**config.mk**
```make
export PLATFORM = sky130hd
export DESIGN_NAME = bme_ctrl
export DESIGN_NICKNAME = d
export VERILOG_FILES = /design/src/bme_pkg.sv /design/src/bme_ctrl.sv
export SDC_FILE = /design/constraint.sdc
export NUM_CORES = 1
export LEC_CHECK = 0
export ABC_AREA = 1
export BUFFER_PORTS_ARGS = -buffer_cell sky130_fd_sc_hd__buf_2
export CAP_MARGIN = 20
export CELL_PAD_IN_SITES_DETAIL_PLACEMENT = 1
export CELL_PAD_IN_SITES_GLOBAL_PLACEMENT = 1
export CORE_AREA = 4 4 50 52
export CTS_BUF_LIST = sky130_fd_sc_hd__clkbuf_8
export CTS_CLUSTER_SIZE = 10
export DETAILED_ROUTE_END_ITERATION = 10
export DIE_AREA = 0 0 54 56
export PLACE_DENSITY_LB_ADDON = 0.1
export SLEW_MARGIN = 20
export SYNTH_ARGS = -nofsm -noshare
export SYNTH_HDL_FRONTEND = slang
export SYNTH_SLANG_ARGS = --single-unit
```
**constraint.sdc**
```tcl
create_clock -name clock -period 2.2 [get_ports clock]
set_input_delay 0.33 -clock clock [delete_from_list [all_inputs] [get_ports clock]]
set_output_delay 0.33 -clock clock [all_outputs]
set_load 0.02 [all_outputs]
```
**src/bme_pkg.sv**
```systemverilog
// ----------------------------------------------------------------------------
// bme_pkg: shared types and constants of the bilinear mesh evaluator
// Holds fixed-point widths, multiplier operation codes, configuration
// register indexes and the command bundle from controller to datapath.
// ----------------------------------------------------------------------------
package bme_pkg;

   // Fixed-point formats.
   localparam int FRAC_W  = 16;              // Fraction bits of a Q1.16 parameter.
   localparam int PARAM_W = 17;              // Q1.16 parameter, 65536 means 1.0.
   localparam int COORD_W = 32;              // Signed Q16.16 coordinate.
   localparam int MUL_A_W = 33;              // Weight operand, up to 2^32.
   localparam int MUL_B_W = 32;              // Biased coordinate operand.
   localparam int ACC_W   = 64;              // Exact weighted sum.

   localparam logic [PARAM_W-1:0] ONE_Q16   = 17'h1_0000;
   localparam logic [COORD_W-1:0] SIGN_FLIP = 32'h8000_0000;
   localparam logic [ACC_W-1:0]   RND_HALF  = 64'h0000_0000_8000_0000;

   // Item actions.
   localparam logic ACTION_WRITE = 1'b0;
   localparam logic ACTION_EVAL  = 1'b1;

   // Configuration register indexes.
   localparam int CSR_IDX_W = 2;
   localparam int CSR_DAT_W = 7;
   localparam logic [CSR_IDX_W-1:0] CSR_POINTS_U = 2'd0;
   localparam logic [CSR_IDX_W-1:0] CSR_POINTS_V = 2'd1;
   localparam logic [CSR_IDX_W-1:0] CSR_WRAP_U   = 2'd2;
   localparam logic [CSR_IDX_W-1:0] CSR_WRAP_V   = 2'd3;

   // Operations of the shared multiplier; the datapath also uses the code,
   // delayed through a register, to steer the product to its destination.
   typedef logic [3:0] op_type;
   localparam op_type OP_NONE = 4'd0;
   localparam op_type OP_LOCU = 4'd1;
   localparam op_type OP_LOCV = 4'd2;
   localparam op_type OP_W0   = 4'd3;
   localparam op_type OP_W1   = 4'd4;
   localparam op_type OP_W2   = 4'd5;
   localparam op_type OP_W3   = 4'd6;
   localparam op_type OP_MX   = 4'd7;
   localparam op_type OP_MY   = 4'd8;
   localparam op_type OP_MZ   = 4'd9;

   typedef struct packed {
      logic       wr_en;       // Store the control point of the accepted item.
      logic       start;       // Latch u and v, clear the sums.
      op_type     op;          // Multiplier operation this cycle.
      logic [1:0] corner;      // Corner whose weight feeds a blend product.
      logic       rd_en;       // Read one corner from the grid.
      logic [1:0] rd_corner;   // Corner to read.
      logic       load_out;    // Round the sums into the output register.
   } cmd_type;

endpackage

```
**src/bme_ctrl.sv**
```systemverilog
// ----------------------------------------------------------------------------
// bme_ctrl: sequencer of the mesh evaluator
// Accepts items, steps the shared multiplier through location, weights and
// blend products, and owns the valid flag of the output register.
// ----------------------------------------------------------------------------
module bme_ctrl (
   input  logic              clock,
   input  logic              reset,
   input  logic              req_valid,
   input  logic              req_action,
   output logic              req_stall,
   output logic              rsp_valid,
   input  logic              rsp_stall,
   output bme_pkg::cmd_type  cmd
);

   localparam logic [2:0] S_IDLE  = 3'd0;
   localparam logic [2:0] S_LOCU  = 3'd1;
   localparam logic [2:0] S_LOCV  = 3'd2;
   localparam logic [2:0] S_WAIT  = 3'd3;
   localparam logic [2:0] S_WGT   = 3'd4;
   localparam logic [2:0] S_BLEND = 3'd5;
   localparam logic [2:0] S_FLUSH = 3'd6;
   localparam logic [2:0] S_DONE  = 3'd7;

   logic [2:0] state_ff, state_in;
   logic [1:0] cnt_ff, cnt_in;
   logic [1:0] coord_ff, coord_in;
   logic       rsp_valid_ff, rsp_valid_in;

   always_comb begin
      state_in  = state_ff;
      cnt_in    = cnt_ff;
      coord_in  = coord_ff;
      cmd       = '0;
      cmd.op    = bme_pkg::OP_NONE;
      req_stall = (state_ff != S_IDLE);

      case (state_ff)
         S_IDLE: begin
            if (req_valid) begin
               if (req_action == bme_pkg::ACTION_EVAL) begin
                  cmd.start = 1'b1;
                  state_in  = S_LOCU;
               end else begin
                  cmd.wr_en = 1'b1;
               end
            end
         end
         S_LOCU: begin
            cmd.op   = bme_pkg::OP_LOCU;
            state_in = S_LOCV;
         end
         S_LOCV: begin
            cmd.op   = bme_pkg::OP_LOCV;
            state_in = S_WAIT;
         end
         S_WAIT: begin
            cnt_in   = 2'd0;
            state_in = S_WGT;
         end
         S_WGT: begin
            case (cnt_ff)
               2'd0:    cmd.op = bme_pkg::OP_W0;
               2'd1:    cmd.op = bme_pkg::OP_W1;
               2'd2:    cmd.op = bme_pkg::OP_W2;
               default: cmd.op = bme_pkg::OP_W3;
            endcase
            if (cnt_ff == 2'd3) begin
               cmd.rd_en     = 1'b1;
               cmd.rd_corner = 2'd0;
               cnt_in        = 2'd0;
               coord_in      = 2'd0;
               state_in      = S_BLEND;
            end else begin
               cnt_in = cnt_ff + 2'd1;
            end
         end
         S_BLEND: begin
            cmd.corner = cnt_ff;
            case (coord_ff)
               2'd0:    cmd.op = bme_pkg::OP_MX;
               2'd1:    cmd.op = bme_pkg::OP_MY;
               2'd2:    cmd.op = bme_pkg::OP_MZ;
               default: cmd.op = bme_pkg::OP_NONE;
            endcase
            if (coord_ff == 2'd2) begin
               coord_in = 2'd0;
               if (cnt_ff == 2'd3) begin
                  state_in = S_FLUSH;
               end else begin
                  cmd.rd_en     = 1'b1;
                  cmd.rd_corner = cnt_ff + 2'd1;
                  cnt_in        = cnt_ff + 2'd1;
               end
            end else begin
               coord_in = coord_ff + 2'd1;
            end
         end
         S_FLUSH: begin
            state_in = S_DONE;
         end
         S_DONE: begin
            if (!rsp_valid_ff || !rsp_stall) begin
               cmd.load_out = 1'b1;
               state_in     = S_IDLE;
            end
         end
         default: begin
            state_in = S_IDLE;
         end
      endcase

      rsp_valid_in = cmd.load_out || (rsp_valid_ff && rsp_stall);
   end

   always_ff @(posedge clock) begin
      if (reset) begin
         state_ff     <= S_IDLE;
         cnt_ff       <= 2'd0;
         coord_ff     <= 2'd0;
         rsp_valid_ff <= 1'b0;
      end else begin
         state_ff     <= state_in;
         cnt_ff       <= cnt_in;
         coord_ff     <= coord_in;
         rsp_valid_ff <= rsp_valid_in;
      end
   end

   assign rsp_valid = rsp_valid_ff;

endmodule

```
* Yosys cells after proc, flatten, opt, wreduce, memory -nomap -nowiden
Index checks and enable logic that the tools add are counted.
** Word-level totals
- Output and inout bits :: 14
- Input bits :: 5
- Flip-flop bits (word level) :: 8
** Cells by class
- Eq/ne operators :: 19
- Reductions and logical operators :: 14
- Add/subtract/negate cells :: 2
- Mux-type cells :: 28
** Operators with widths (number)
- $mux W3 :: 9
- $pmux W3 S8 :: 1
- $mux W2 :: 8
- $pmux W4 S4 :: 1
- $ne A2 B2 Y1 const B :: 7
- $eq A3 B3 Y1 const B :: 4
- $pmux W4 S3 :: 1
- $pmux W3 S3 :: 1
- $eq A2 B2 Y1 const B :: 3
- $eq A3 B2 Y1 const B :: 2
- $pmux W2 S3 :: 1
- $pmux W3 S2 :: 1
- $reduce_and A6 Y1 :: 1
- $reduce_bool A3 Y1 :: 2
- $add A2 B1 Y2 const B :: 2
- $eq A2 B1 Y1 const B :: 2
- $logic_not A2 Y1 :: 2
- $mux W1 :: 4
- $pmux W2 S2 :: 1
- $eq A3 B1 Y1 const B :: 1
- $logic_not A3 Y1 :: 1
- $reduce_and A3 Y1 :: 1
- $logic_not A1 Y1 :: 2
- $logic_or A1 B1 Y1 :: 2
- other kinds (3) :: 3

* Longest topological paths before layout
- Word-level depth :: 5
- Mapped depth :: 9
- Gate-level depth less buffers :: 9

* Worst setup path after synthesis
Ideal clock, no wire load.
- Path type :: register to output
- Start :: register state_ff[0]
- End :: output cmd[11] (netlist name)
- Data arrival time :: 1.334 ns
- Cell stages (with the launch flop) :: 5
- Data required time :: 1.870 ns
- Path slack :: 0.536 ns
- Path buffers :: 1
- Cell sequence :: dfxtp_1 -> buf_4 -> nor2_4 -> nand2_1 -> nor3b_1
** RTL lines
- from (decl) :: line bme_ctrl.sv:26 : logic [2:0] state_ff, state_in;
- from (signal assigned) :: line bme_ctrl.sv:124 : state_ff <= state_in;
- to (decl) :: line bme_ctrl.sv:14 : output bme_pkg::cmd_type cmd

==> run metrics <==
Hold Crit Class=in -> reg; Worst path max stage delay=330 ps; CTS Buf Count=3; EDFF count, synth=0; CP max FO=4; CTS Sinks=8; global-route wire length before repair=3080 um; ys flop type=dfxtp_1; initial DRC count=4; port bufs=18; row cnt=17; # IOs=19; Yosys warnings=0; Worst Path Class, Setup=reg -> out; post-DP HPWL=1510 um; outcome=completed; hold worst-path end=rsp_valid$_SDFF_PP0_; HP Start=reset; Pwr Total=875 uW; drc violations=0; Mapped Area=693 um2; H-tree depth=1; Slew HR=0.745; Slew Viols, Final=0; Die Width=54 um; CP Launch Type=flop; CP Buf/Inv Count=2; total number of vias=711; largest net degree at the start of global routing=10; length of the first detailed-routing pass in iterations=2; Post-DRT Antenna Nets=0; Post-Syn Nets=116; clk buf depth=2; Starting Density=0.329; drt via density=4.74; setup TNS=0 ps; root buffer cell=clkbuf_8; MaxCap Viol Count=0; Worst-Margin Slew=382 ps; Leakage=0.000437 uW; Synth async-reset ratio=0; die area=3020 um2; Critical Path End Type=primary output; Layout Nets=137; Reg-to-Reg End=state_ff[0]$_SDFFE_PP0P_; initial antenna violation count=0; fraction of layout cells with a size suffix above 1=0.270; Die Y-Extent=56 um; Fmax=0.520 GHz; clock slew seen by the registers of the worst setup and hold paths=40 ps; critical path cell sequence=inv_1 -> ha_1 -> nor2_1 -> o21ai_0 -> nand3_1 -> o21ai_0 -> buf_2; Setup Fix Bufs, Post-CTS=0; Arr. time, crit path=1590 ps; Antenna diodes=0; CTS tree=yes; area grow syn2layout=21.8%; Post-CTS Resized=0; Synth cell types=21; drt wl/cell=11.9 um; Core Region=2110 um2; Seq cells post-synth=8; Clock Latency Late Sink=230 ps; Setup-failing EPs final=0; Worst path top cell family by delay=flip-flops; placed cell count=147; R2R Setup Slk=780 ps; FF-to-FF path depth=9; Crit-path slowest cell=dfxtp_1; Placer Congestion=0.813; CP Data Required Time=1870 ps; drt total wl=1790 um; Cells after Synth=103; Avg Cell Area, Syn=6.73 um2; Post-Layout Cell Count=150; minimum clock period=1920 ps; Peak VDD IR=0.522 mV; Tot GR Track Use=0.140; Final Hold Viols=0; most frequent CP cell=o21ai_0; cts hold-fix bufs=0; RSZ-0062 raised after global routing=false; r2r startpoint=coord_ff[0]$_SDFFE_PP0P_; pwr dens=1040 nW/um2; number of global-route vias before repair=749; crit share post-route=0.874; hold-critical path depth=2; critical path depth in cells=7; remaining global-route overflow=0; skew final=1.67 ps; sequential-to-total area share from yosys stat=0.231
==> where the power goes <==
group          internal (uW)  switching, uW
clock                    119           65.5
sequential               180           65.9
combinational            159            285
==> worst max-delay path by stage <==
stage                             startpoint       to
global route        coord_ff[0]$_SDFFE_PP0P_   cmd[6]
finish              coord_ff[0]$_SDFFE_PP0P_   cmd[6]
floorplan           state_ff[0]$_SDFFE_PP0P_  cmd[11]
global placement    coord_ff[0]$_SDFFE_PP0P_   cmd[6]
detailed placement  coord_ff[0]$_SDFFE_PP0P_   cmd[6]
CTS                 coord_ff[0]$_SDFFE_PP0P_   cmd[6]
==> synth_stat cells, types with 2 or more instances <==
cell | n | share of area
nand2_1 | 22 | 0.12
nor2_1 | 16 | 0.087
nor2_2 | 3 | 0.027
buf_4 | 2 | 0.022
a21oi_1 | 5 | 0.036
inv_2 | 2 | 0.011
o21ai_0 | 4 | 0.029
nand3_1 | 10 | 0.072
ha_1 | 8 | 0.14
dfxtp_1 | 8 | 0.23
nand3_4 | 2 | 0.051
inv_1 | 12 | 0.065
==> worst register-to-register path, delay by kind of cell, from the launching register on <==
kind / cells / cell delay [ps]
adder cells (fa/ha/maj): 1 / 280
buffers and inverters: 1 / 110
flip-flops: 1 / 330
AND/OR/NAND/NOR: 7 / 580
==> cells in the final DEF, fill, tap and decap left out <==
master,synthesis,routed
dfxtp_1,8,8
clkbuf_8,0,3
a21boi_0,1,1
inv_1,12,12
nand4_1,1,1
nand2_1,22,22
nand3_1,10,10
o21ai_0,4,4
nor3b_1,1,1
o211ai_1,1,1
nor2_1,16,16
nand2_2,1,1
nand3_4,2,2
ha_1,8,8
and2_4,1,1
nand3_2,1,1
buf_2,0,18
inv_6,1,1
inv_2,2,2
nor2_2,3,3
nor2_4,1,1
a21oi_1,5,5
==> kinds of logic (layout without fill, tap and decap cells) <==
logic type	Yosys count	in the layout	synth area share
simple gates	59	59	0.428
flops	8	8	0.231
fa+ha+maj	8	8	0.144
compound gates	11	11	0.0866
buf+inv	17	36	0.110
==> flip-flops by register name, indices dropped and copies added (netlist names) <==
signal,flops
coord_ff,2
state_ff,3
rsp_valid,1
cnt_ff,2
==> area by class of cell <==
type | count | area, um2
Clock buffer | 3 | 41.3
Tap cell | 28 | 35.0
Fill cell | 277 | 1260
Timing Repair Buffer | 18 | 90.1
Inverter | 15 | 61.3
Sequential cell | 8 | 160
Multi-Input combinational cell | 78 | 457
==> layer usage <==
metal  vias to the layer above  share of wire  track usage
li1                        366              -            -
met1                       324           0.44        0.151
met2                        14           0.49        0.228
met3                         7          0.028       0.0349
met4                         0          0.042       0.0996
met5                         -              0            0
==> through the flow <==
step | instance area, um2 | hold slack [ps] | worst slack (ps) | utilization
floorplan | 693 | 399 | 536 | -
global placement | 803 | 473 | 615 | 0.381
detailed placement | 803 | 498 | 542 | 0.381
CTS | 845 | 343 | 267 | 0.401
global route | 845 | 353 | 156 | 0.401
finish | 845 | 340 | 276 | 0.401
(Power assumes the default switching activity.)
